--- src/design/lsd_pkg.sv ---
// ----------------------------------------------------------------------------
// Lid switch debouncer package
// Shared types, register indexes and constants of the sampled debouncer.
// ----------------------------------------------------------------------------
package lsd_pkg;

  localparam int TIME_BITS_DEF = 16;
  localparam int CFG_INDEX_BITS = 3;
  localparam int CFG_DATA_BITS = 16;

  localparam logic [15:0] MIN_WINDOW = 16'd50;
  localparam logic [15:0] DEF_INTERVAL = 16'd10;

  localparam logic [CFG_INDEX_BITS-1:0] REG_ENABLED = 3'd0;
  localparam logic [CFG_INDEX_BITS-1:0] REG_FORCED_MODE = 3'd1;
  localparam logic [CFG_INDEX_BITS-1:0] REG_WINDOW_MS = 3'd2;
  localparam logic [CFG_INDEX_BITS-1:0] REG_INTERVAL_MS = 3'd3;
  localparam logic [CFG_INDEX_BITS-1:0] REG_ACTIVE_LEVEL = 3'd4;

  typedef enum logic [1:0] {
    FORCE_NONE = 2'd0,
    FORCE_LOW  = 2'd1,
    FORCE_HIGH = 2'd2
  } forced_mode_t;

  typedef struct packed {
    logic        enabled;
    logic [1:0]  forced_mode;
    logic [15:0] window_ms;
    logic [15:0] interval_ms;
    logic        active_level;
  } cfg_t;

  typedef struct packed {
    logic valid;
    logic lid_closed;
    logic was_forced;
  } res_t;

endpackage

--- src/design/lsd_window.sv ---
// ----------------------------------------------------------------------------
// Lid switch debouncer check window
// Per-tick window state: start, sampling, agreement check and report.
// ----------------------------------------------------------------------------
module lsd_window
  import lsd_pkg::*;
#(
  parameter int TIME_BITS = TIME_BITS_DEF
) (
  input  logic clk,
  input  logic rst,
  input  logic step,
  input  logic pin_level,
  input  logic edge_seen,
  input  cfg_t cfg,
  output res_t res
);

  localparam int WB = (TIME_BITS > 16) ? TIME_BITS : 16;
  localparam logic [TIME_BITS-1:0] TMAX = {TIME_BITS{1'b1}};
  localparam logic [WB-1:0] TMAX_W = WB'(TMAX);

  logic                 busy;
  logic                 pending;
  logic [TIME_BITS-1:0] elapsed;
  logic [TIME_BITS-1:0] icount;
  logic [TIME_BITS-1:0] eff_window;
  logic [TIME_BITS-1:0] eff_interval;
  logic                 any_match;
  logic                 any_miss;
  logic                 pin_status;
  logic                 saved_status;

  logic [TIME_BITS-1:0] elapsed_next;
  logic [TIME_BITS-1:0] icount_next;
  logic                 sample;
  logic                 hit;
  logic                 any_match_next;
  logic                 any_miss_next;
  logic                 end_win;
  logic                 mixed;
  logic                 start;
  logic                 forced;
  logic [15:0]          wclamp;
  logic [15:0]          iclamp;
  logic [WB-1:0]        wclamp_w;
  logic [WB-1:0]        iclamp_w;
  logic [TIME_BITS-1:0] win_sat;
  logic [TIME_BITS-1:0] int_sat;

  always_comb begin
    elapsed_next   = (elapsed == TMAX) ? elapsed : elapsed + 1'b1;
    icount_next    = (icount == TMAX) ? icount : icount + 1'b1;
    sample         = icount_next >= eff_interval;
    hit            = pin_level == cfg.active_level;
    any_match_next = any_match | hit;
    any_miss_next  = any_miss | ~hit;
    end_win        = sample &&
                     (({1'b0, elapsed_next} + {1'b0, eff_interval}) > {1'b0, eff_window});
    mixed          = any_match_next && any_miss_next;
    start          = edge_seen || pending;
    forced         = (cfg.forced_mode == FORCE_LOW) || (cfg.forced_mode == FORCE_HIGH);
    wclamp         = (cfg.window_ms < MIN_WINDOW) ? MIN_WINDOW : cfg.window_ms;
    iclamp         = ((cfg.interval_ms < DEF_INTERVAL) || (cfg.interval_ms > cfg.window_ms))
                     ? DEF_INTERVAL : cfg.interval_ms;
    wclamp_w       = WB'(wclamp);
    iclamp_w       = WB'(iclamp);
    win_sat        = (wclamp_w > TMAX_W) ? TMAX : wclamp_w[TIME_BITS-1:0];
    int_sat        = (iclamp_w > TMAX_W) ? TMAX : iclamp_w[TIME_BITS-1:0];
  end

  always_comb begin
    res = '0;
    if (step) begin
      if (busy) begin
        if (sample && end_win && !mixed) begin
          res.valid      = 1'b1;
          res.lid_closed = hit;
        end
      end else if (start && forced) begin
        res.valid      = 1'b1;
        res.lid_closed = cfg.forced_mode == FORCE_HIGH;
        res.was_forced = 1'b1;
      end
    end
  end

  always_ff @(posedge clk) begin
    if (rst) begin
      busy         <= 1'b0;
      pending      <= 1'b1;
      elapsed      <= '0;
      icount       <= '0;
      eff_window   <= '0;
      eff_interval <= '0;
      any_match    <= 1'b0;
      any_miss     <= 1'b0;
      pin_status   <= 1'b0;
      saved_status <= 1'b0;
    end else if (step) begin
      if (busy) begin
        if (edge_seen) begin
          pending <= 1'b1;
        end
        elapsed <= elapsed_next;
        if (sample) begin
          icount    <= '0;
          any_match <= any_match_next;
          any_miss  <= any_miss_next;
          if (end_win) begin
            busy       <= 1'b0;
            pin_status <= mixed ? saved_status : ~hit;
          end else begin
            pin_status <= ~hit;
          end
        end else begin
          icount <= icount_next;
        end
      end else if (start) begin
        pending <= 1'b0;
        if (!forced) begin
          eff_window   <= win_sat;
          eff_interval <= int_sat;
          if (cfg.enabled) begin
            saved_status <= pin_status;
            elapsed      <= '0;
            icount       <= '0;
            any_match    <= 1'b0;
            any_miss     <= 1'b0;
            busy         <= 1'b1;
          end
        end
      end
    end
  end

endmodule

--- src/design/lid_switch_sample_debouncer_core.sv ---
// ----------------------------------------------------------------------------
// Lid switch sampled debouncer
// Debounces a lid sensor pin over a sampled check window, one tick per request.
//
//   channel | direction | handshake            | payload
//   --------+-----------+----------------------+-------------------------------
//   cfg     | in        | cfg_valid/cfg_ready  | cfg_index, cfg_data
//   in      | in        | in_valid/in_ready    | pin_level, edge_seen
//   out     | out       | out_valid/out_ready  | lid_closed, was_forced
//
// Each tick request is taken when in_valid and in_ready are both high; its result,
// if any, is registered into the output register, or into a skid stage behind it
// while the output register is stalled. The skid stage keeps in_ready high while
// one result is stalled; in_ready drops only when both hold results. Reset queues
// one initial check window; cfg_ready is always high.
// ----------------------------------------------------------------------------
module lid_switch_sample_debouncer_core
  import lsd_pkg::*;
#(
  parameter int TIME_BITS = TIME_BITS_DEF
) (
  input  logic                      clk,
  input  logic                      rst,
  input  logic                      cfg_valid,
  output logic                      cfg_ready,
  input  logic [CFG_INDEX_BITS-1:0] cfg_index,
  input  logic [CFG_DATA_BITS-1:0]  cfg_data,
  input  logic                      in_valid,
  output logic                      in_ready,
  input  logic                      pin_level,
  input  logic                      edge_seen,
  output logic                      out_valid,
  input  logic                      out_ready,
  output logic                      lid_closed,
  output logic                      was_forced
);

  cfg_t cfg;
  res_t res;
  logic step;
  logic skid_valid;
  logic skid_lid;
  logic skid_forced;

  assign cfg_ready = 1'b1;
  assign in_ready  = ~skid_valid;
  assign step      = in_valid && in_ready;

  always_ff @(posedge clk) begin
    if (rst) begin
      cfg.enabled      <= 1'b1;
      cfg.forced_mode  <= FORCE_NONE;
      cfg.window_ms    <= 16'd60;
      cfg.interval_ms  <= 16'd30;
      cfg.active_level <= 1'b0;
    end else if (cfg_valid && cfg_ready) begin
      case (cfg_index)
        REG_ENABLED:      cfg.enabled      <= cfg_data[0];
        REG_FORCED_MODE:  cfg.forced_mode  <= cfg_data[1:0];
        REG_WINDOW_MS:    cfg.window_ms    <= cfg_data[15:0];
        REG_INTERVAL_MS:  cfg.interval_ms  <= cfg_data[15:0];
        REG_ACTIVE_LEVEL: cfg.active_level <= cfg_data[0];
        default: ;
      endcase
    end
  end

  lsd_window #(
    .TIME_BITS(TIME_BITS)
  ) u_window (
    .clk      (clk),
    .rst      (rst),
    .step     (step),
    .pin_level(pin_level),
    .edge_seen(edge_seen),
    .cfg      (cfg),
    .res      (res)
  );

  // advance the output register from the skid stage first
  always_ff @(posedge clk) begin
    if (rst) begin
      out_valid  <= 1'b0;
      skid_valid <= 1'b0;
    end else if (!out_valid || out_ready) begin
      if (skid_valid) begin
        out_valid  <= 1'b1;
        skid_valid <= res.valid;
      end else begin
        out_valid <= res.valid;
      end
    end else if (res.valid) begin
      skid_valid <= 1'b1;
    end
  end

  always_ff @(posedge clk) begin
    if (!out_valid || out_ready) begin
      if (skid_valid) begin
        lid_closed  <= skid_lid;
        was_forced  <= skid_forced;
        skid_lid    <= res.lid_closed;
        skid_forced <= res.was_forced;
      end else begin
        lid_closed <= res.lid_closed;
        was_forced <= res.was_forced;
      end
    end else if (res.valid) begin
      skid_lid    <= res.lid_closed;
      skid_forced <= res.was_forced;
    end
  end

  a_skid_behind_out : assert property (@(posedge clk) disable iff (rst)
    skid_valid |-> out_valid)
    else $error("skid stage holds a result while the output register is empty");

  a_result_on_accept : assert property (@(posedge clk) disable iff (rst)
    res.valid |-> step)
    else $error("result produced without an accepted request");

  a_stall_to_skid : assert property (@(posedge clk) disable iff (rst)
    (out_valid && !out_ready && res.valid) |=> skid_valid)
    else $error("result dropped while the output register was stalled");

endmodule

--- config.mk ---
export PLATFORM = sky130hd
export DESIGN_NAME = lid_switch_sample_debouncer_core
export DESIGN_NICKNAME = d
export VERILOG_FILES = /design/src/design/lsd_pkg.sv /design/src/design/lsd_window.sv /design/src/design/lid_switch_sample_debouncer_core.sv
export SDC_FILE = /design/constraint.sdc
export NUM_CORES = 1
export LEC_CHECK = 0
export BUFFER_PORTS_ARGS = -buffer_cell sky130_fd_sc_hd__buf_4
export CORE_ASPECT_RATIO = 1.75
export CORE_UTILIZATION = 55
export DETAILED_ROUTE_END_ITERATION = 8
export PLACE_DENSITY_LB_ADDON = 0.2
export SLEW_MARGIN = 20
export SYNTH_ARGS = -nofsm -noshare
export SYNTH_HDL_FRONTEND = slang
export SYNTH_SLANG_ARGS = --single-unit
export TNS_END_PERCENT = 5
--- constraint.sdc ---
create_clock -name clk -period 9.1 [get_ports clk]
set_input_delay 1.82 -clock clk [delete_from_list [all_inputs] [get_ports clk]]
set_output_delay 1.82 -clock clk [all_outputs]
set_load 0.02 [all_outputs]
==> reports/metrics.yaml <==
synthesis:
  synth.area.top_cells: "dfxtp_1, ha_1, nand2_1"
  synth-main-ff-cell: "dfxtp_1"
  synth_edf_count: 4
  yosys.area_share.simple_pct: 20.5
  synthDistinctLibCells: 65
  synth_common_cells: "nand2_1, dfxtp_1, a21oi_1"
  synth_xor_area_share_pct: 4.28
  synth_top_area_share_pct: 31.4
  syn_nets: 938
  synthMuxAreaShare_pct: 1.45
  yosysMostFrequentCell: "nand2_1"
  seq_area_frac_synth_pct: 33.2
  synth_area_um2: 6750
  yosys.area_share.adder_pct: 13.1
  synth_compound_area_share_pct: 22.1
  synth.largest_area_cell: "dfxtp_1"
  synth.avg_cell_area_um2: 8.02
  ys_ff_latch: 110
  synth_top_family_by_area: "compound AO/OA/AOI/OAI gates"
  synthArstFlopShare_pct: 0
  synthCells: 842
  ys_warn_count: 0
floorplan:
  row_count: 53
  ios: 31
  initial_utilization_pct: 56.2
  die-area_um2: 12700
  die_w_um: 85.7
  core_um2: 12000
  die_h_um: 149
cells_and_area:
  syn2layout_area_growth_pct: 9.29
  diodes: 0
  postLayoutCoreUtil_pct: 61.5
  drive_gt1_share_pct: 7.36
  fin_nets: 947
pwr:
  vdd_ir_drop_max_mv: 0.102
  power_density_nw_per_um2: 150
  internal_power_w: 0.000768
  power_frac_comb_pct: 15.9
  pwr-share-seq_pct: 47.5
  p_sw_share_pct: 30.5
  p_leak_nw: 3.12
  pwr-share-clk_pct: 36.6
  p_sw_w: 0.000336
route:
  viasPerCell: 6.00
  wl_met1_um: 6650
  antenna_left: 0
  detail_route.iter0.violations: 268
  wl_um: 17600
  num_vias: 6124
  met3_length_um: 463
  wl_met2_um: 9560
  first_pass_iters: 5
  top_layer_used: "met4"
  remaining_drc_errors: 0
  post_drt_wl_per_cell_um: 17.3
grt:
  grt_pass1_wl_um: 29100
  grt_use_total_pct: 29.2
  grt_pass1_vias: 6111
  grt_max_degree: 63
  antenna_found_initial: 0
  grt_overflow: 0
outcome:
  status: "complete, no violations"
setup_path:
  critical_path_arrival_ns: 6.12
  critical_path_class: "reg2reg"
  end_kind: "register"
  cp.required_ns: 9.22
  worstPathMaxFanout: 8
  start_kind: "register"
clocking:
  holdBufCountCts: 0
  clock_latency_ns: 0.35
  postCtsSetupRepairBufs: 0
  cts_resized: 0
  cts-root-buf: "clkbuf_16"
  cts_htree_levels: 3
  cts.sinks: 110
  numCtsBuffers: 9
  clk_pin_slew_ns: 0.08
  cts_buffer_depth: 2
  cts_tree: "built"
timing:
  fmax_mhz: 167
  tightest_slew_ns: 0.899
  grt_setup_unrepaired: "no"
  max_slew_margin_pct: 39.8
  period_share_pct: 65.9
  setup_viol: 0
  finalHoldViolCount: 0
  post-route-min-period_ns: 6.00
  report.final.slew_viol_count: 0
  timing.setup.tns_ns: 0
  finClkSkew_ns: 0.00987
placement:
  portBuffers: 29
  gp_congestion: 1.03
  dpl.hpwl_um: 13900
hold_path:
  hp-class: "reg2reg"
flow_run:
  maxCapViolCount: 0
==> metal layers <==
metal  GRT usage (%)  vias up
met5               0        -
met4            16.4        0
met3            3.88       59
met2            55.8      134
met1            29.9     2897
li1                -     3034
==> cell families after synthesis <==
group / count (synthesis)
other: 1
flip-flops: 110
multiplexers: 9
AND/OR/NAND/NOR: 294
AO/OA/AOI/OAI: 231
XOR/XNOR: 33
adder cells (fa/ha/maj): 70
buffers and inverters: 94
==> state kept, by name, summed over array words and instances (netlist names) <==
register               count
u_window.eff_interval     16
u_window.any_miss          1
cfg                       36
u_window.icount           16
skid_lid                   1
u_window.elapsed          16
skid_valid                 1
was_forced                 1
u_window.pending           1
u_window.eff_window       16
u_window.any_match         1
skid_forced                1
out_valid                  1
lid_closed                 1
u_window.busy              1
==> worst max-delay path: stages, from the launching register on <==
cell       delay [ns]
dfxtp_1          0.46
ha_1             0.25
nand3_1          0.27
nor4_4           0.56
nor2_1           0.20
nand2_1          0.14
xnor2_1          0.16
ha_1             0.31
a211o_1          0.33
o311a_1          0.31
o21ai_0          0.16
nand2b_1         0.13
or4_1            0.44
nand4_1          0.12
ha_1             0.24
nand2_1          0.10
a2bb2oi_1        0.20
a21oi_1          0.09
or4b_1           0.52
a21oi_1          0.36
nor4b_1          0.16
a21bo_2          0.26
==> power groups by stage <==
stage,clock [W],combinational (W),sequential (W)
global placement,0,0.000167,0.000534
finish,0.000404,0.000176,0.000525
floorplan,0,0.000126,0.000525
global route,0.000427,0.000197,0.000527
detailed placement,0,0.000173,0.000535
CTS,0.000409,0.000175,0.000524
==> stage by stage <==
stage	cell area, um^2	power (W)	cells	hold WS, ns	setup WS [ns]
3_3_place_gp	7060	0.000701	1005	0.444	3.37
4_1_cts	7370	0.00111	1021	0.458	3.15
3_5_place_dp	7060	0.000709	1005	0.448	3.20
2_1_floorplan	6750	0.000650	842	0.436	3.91
6_report	7380	0.00110	1021	0.457	3.10
5_1_grt	7380	0.00115	1021	0.476	2.64
==> cell usage in the layout (no fill, tap or decap), drive strengths merged, types with 19 or more instances in the layout <==
cell type / Yosys / final
nand2: 134 / 134
dfxtp: 106 / 106
a21oi: 80 / 80
ha: 69 / 69
inv: 60 / 63
nor2: 51 / 51
o21ai: 32 / 32
buf: 6 / 32
nand3: 27 / 27
xnor2: 22 / 22
a31oi: 22 / 22
nand4: 19 / 19
==> final cells by class <==
cell class                 count  area (um^2)
tap                          165          206
multi-input combinational    638         4150
inverter                      60          225
timing repair buffer          32          240
clock buffer                   9          225
fill                        1069         4630
clock inverter                 7         86.3
sequential                   110         2240
==> path summary, 6_finish.rpt <==
path	cells after the start	slack (ns)	from	endpoint
max	21	3.10	u_window.elapsed[0]$_SDFFE_PP0P_	skid_forced$_DFFE_PP_
min	2	0.46	u_window.eff_window[9]$_SDFFE_PP0P_	u_window.eff_window[9]$_SDFFE_PP0P_
max reg2reg	21	3.10	u_window.elapsed[0]$_SDFFE_PP0P_	skid_forced$_DFFE_PP_
min reg2reg	2	0.46	u_window.eff_window[9]$_SDFFE_PP0P_	u_window.eff_window[9]$_SDFFE_PP0P_
Power figures use the tool's default switching activity.
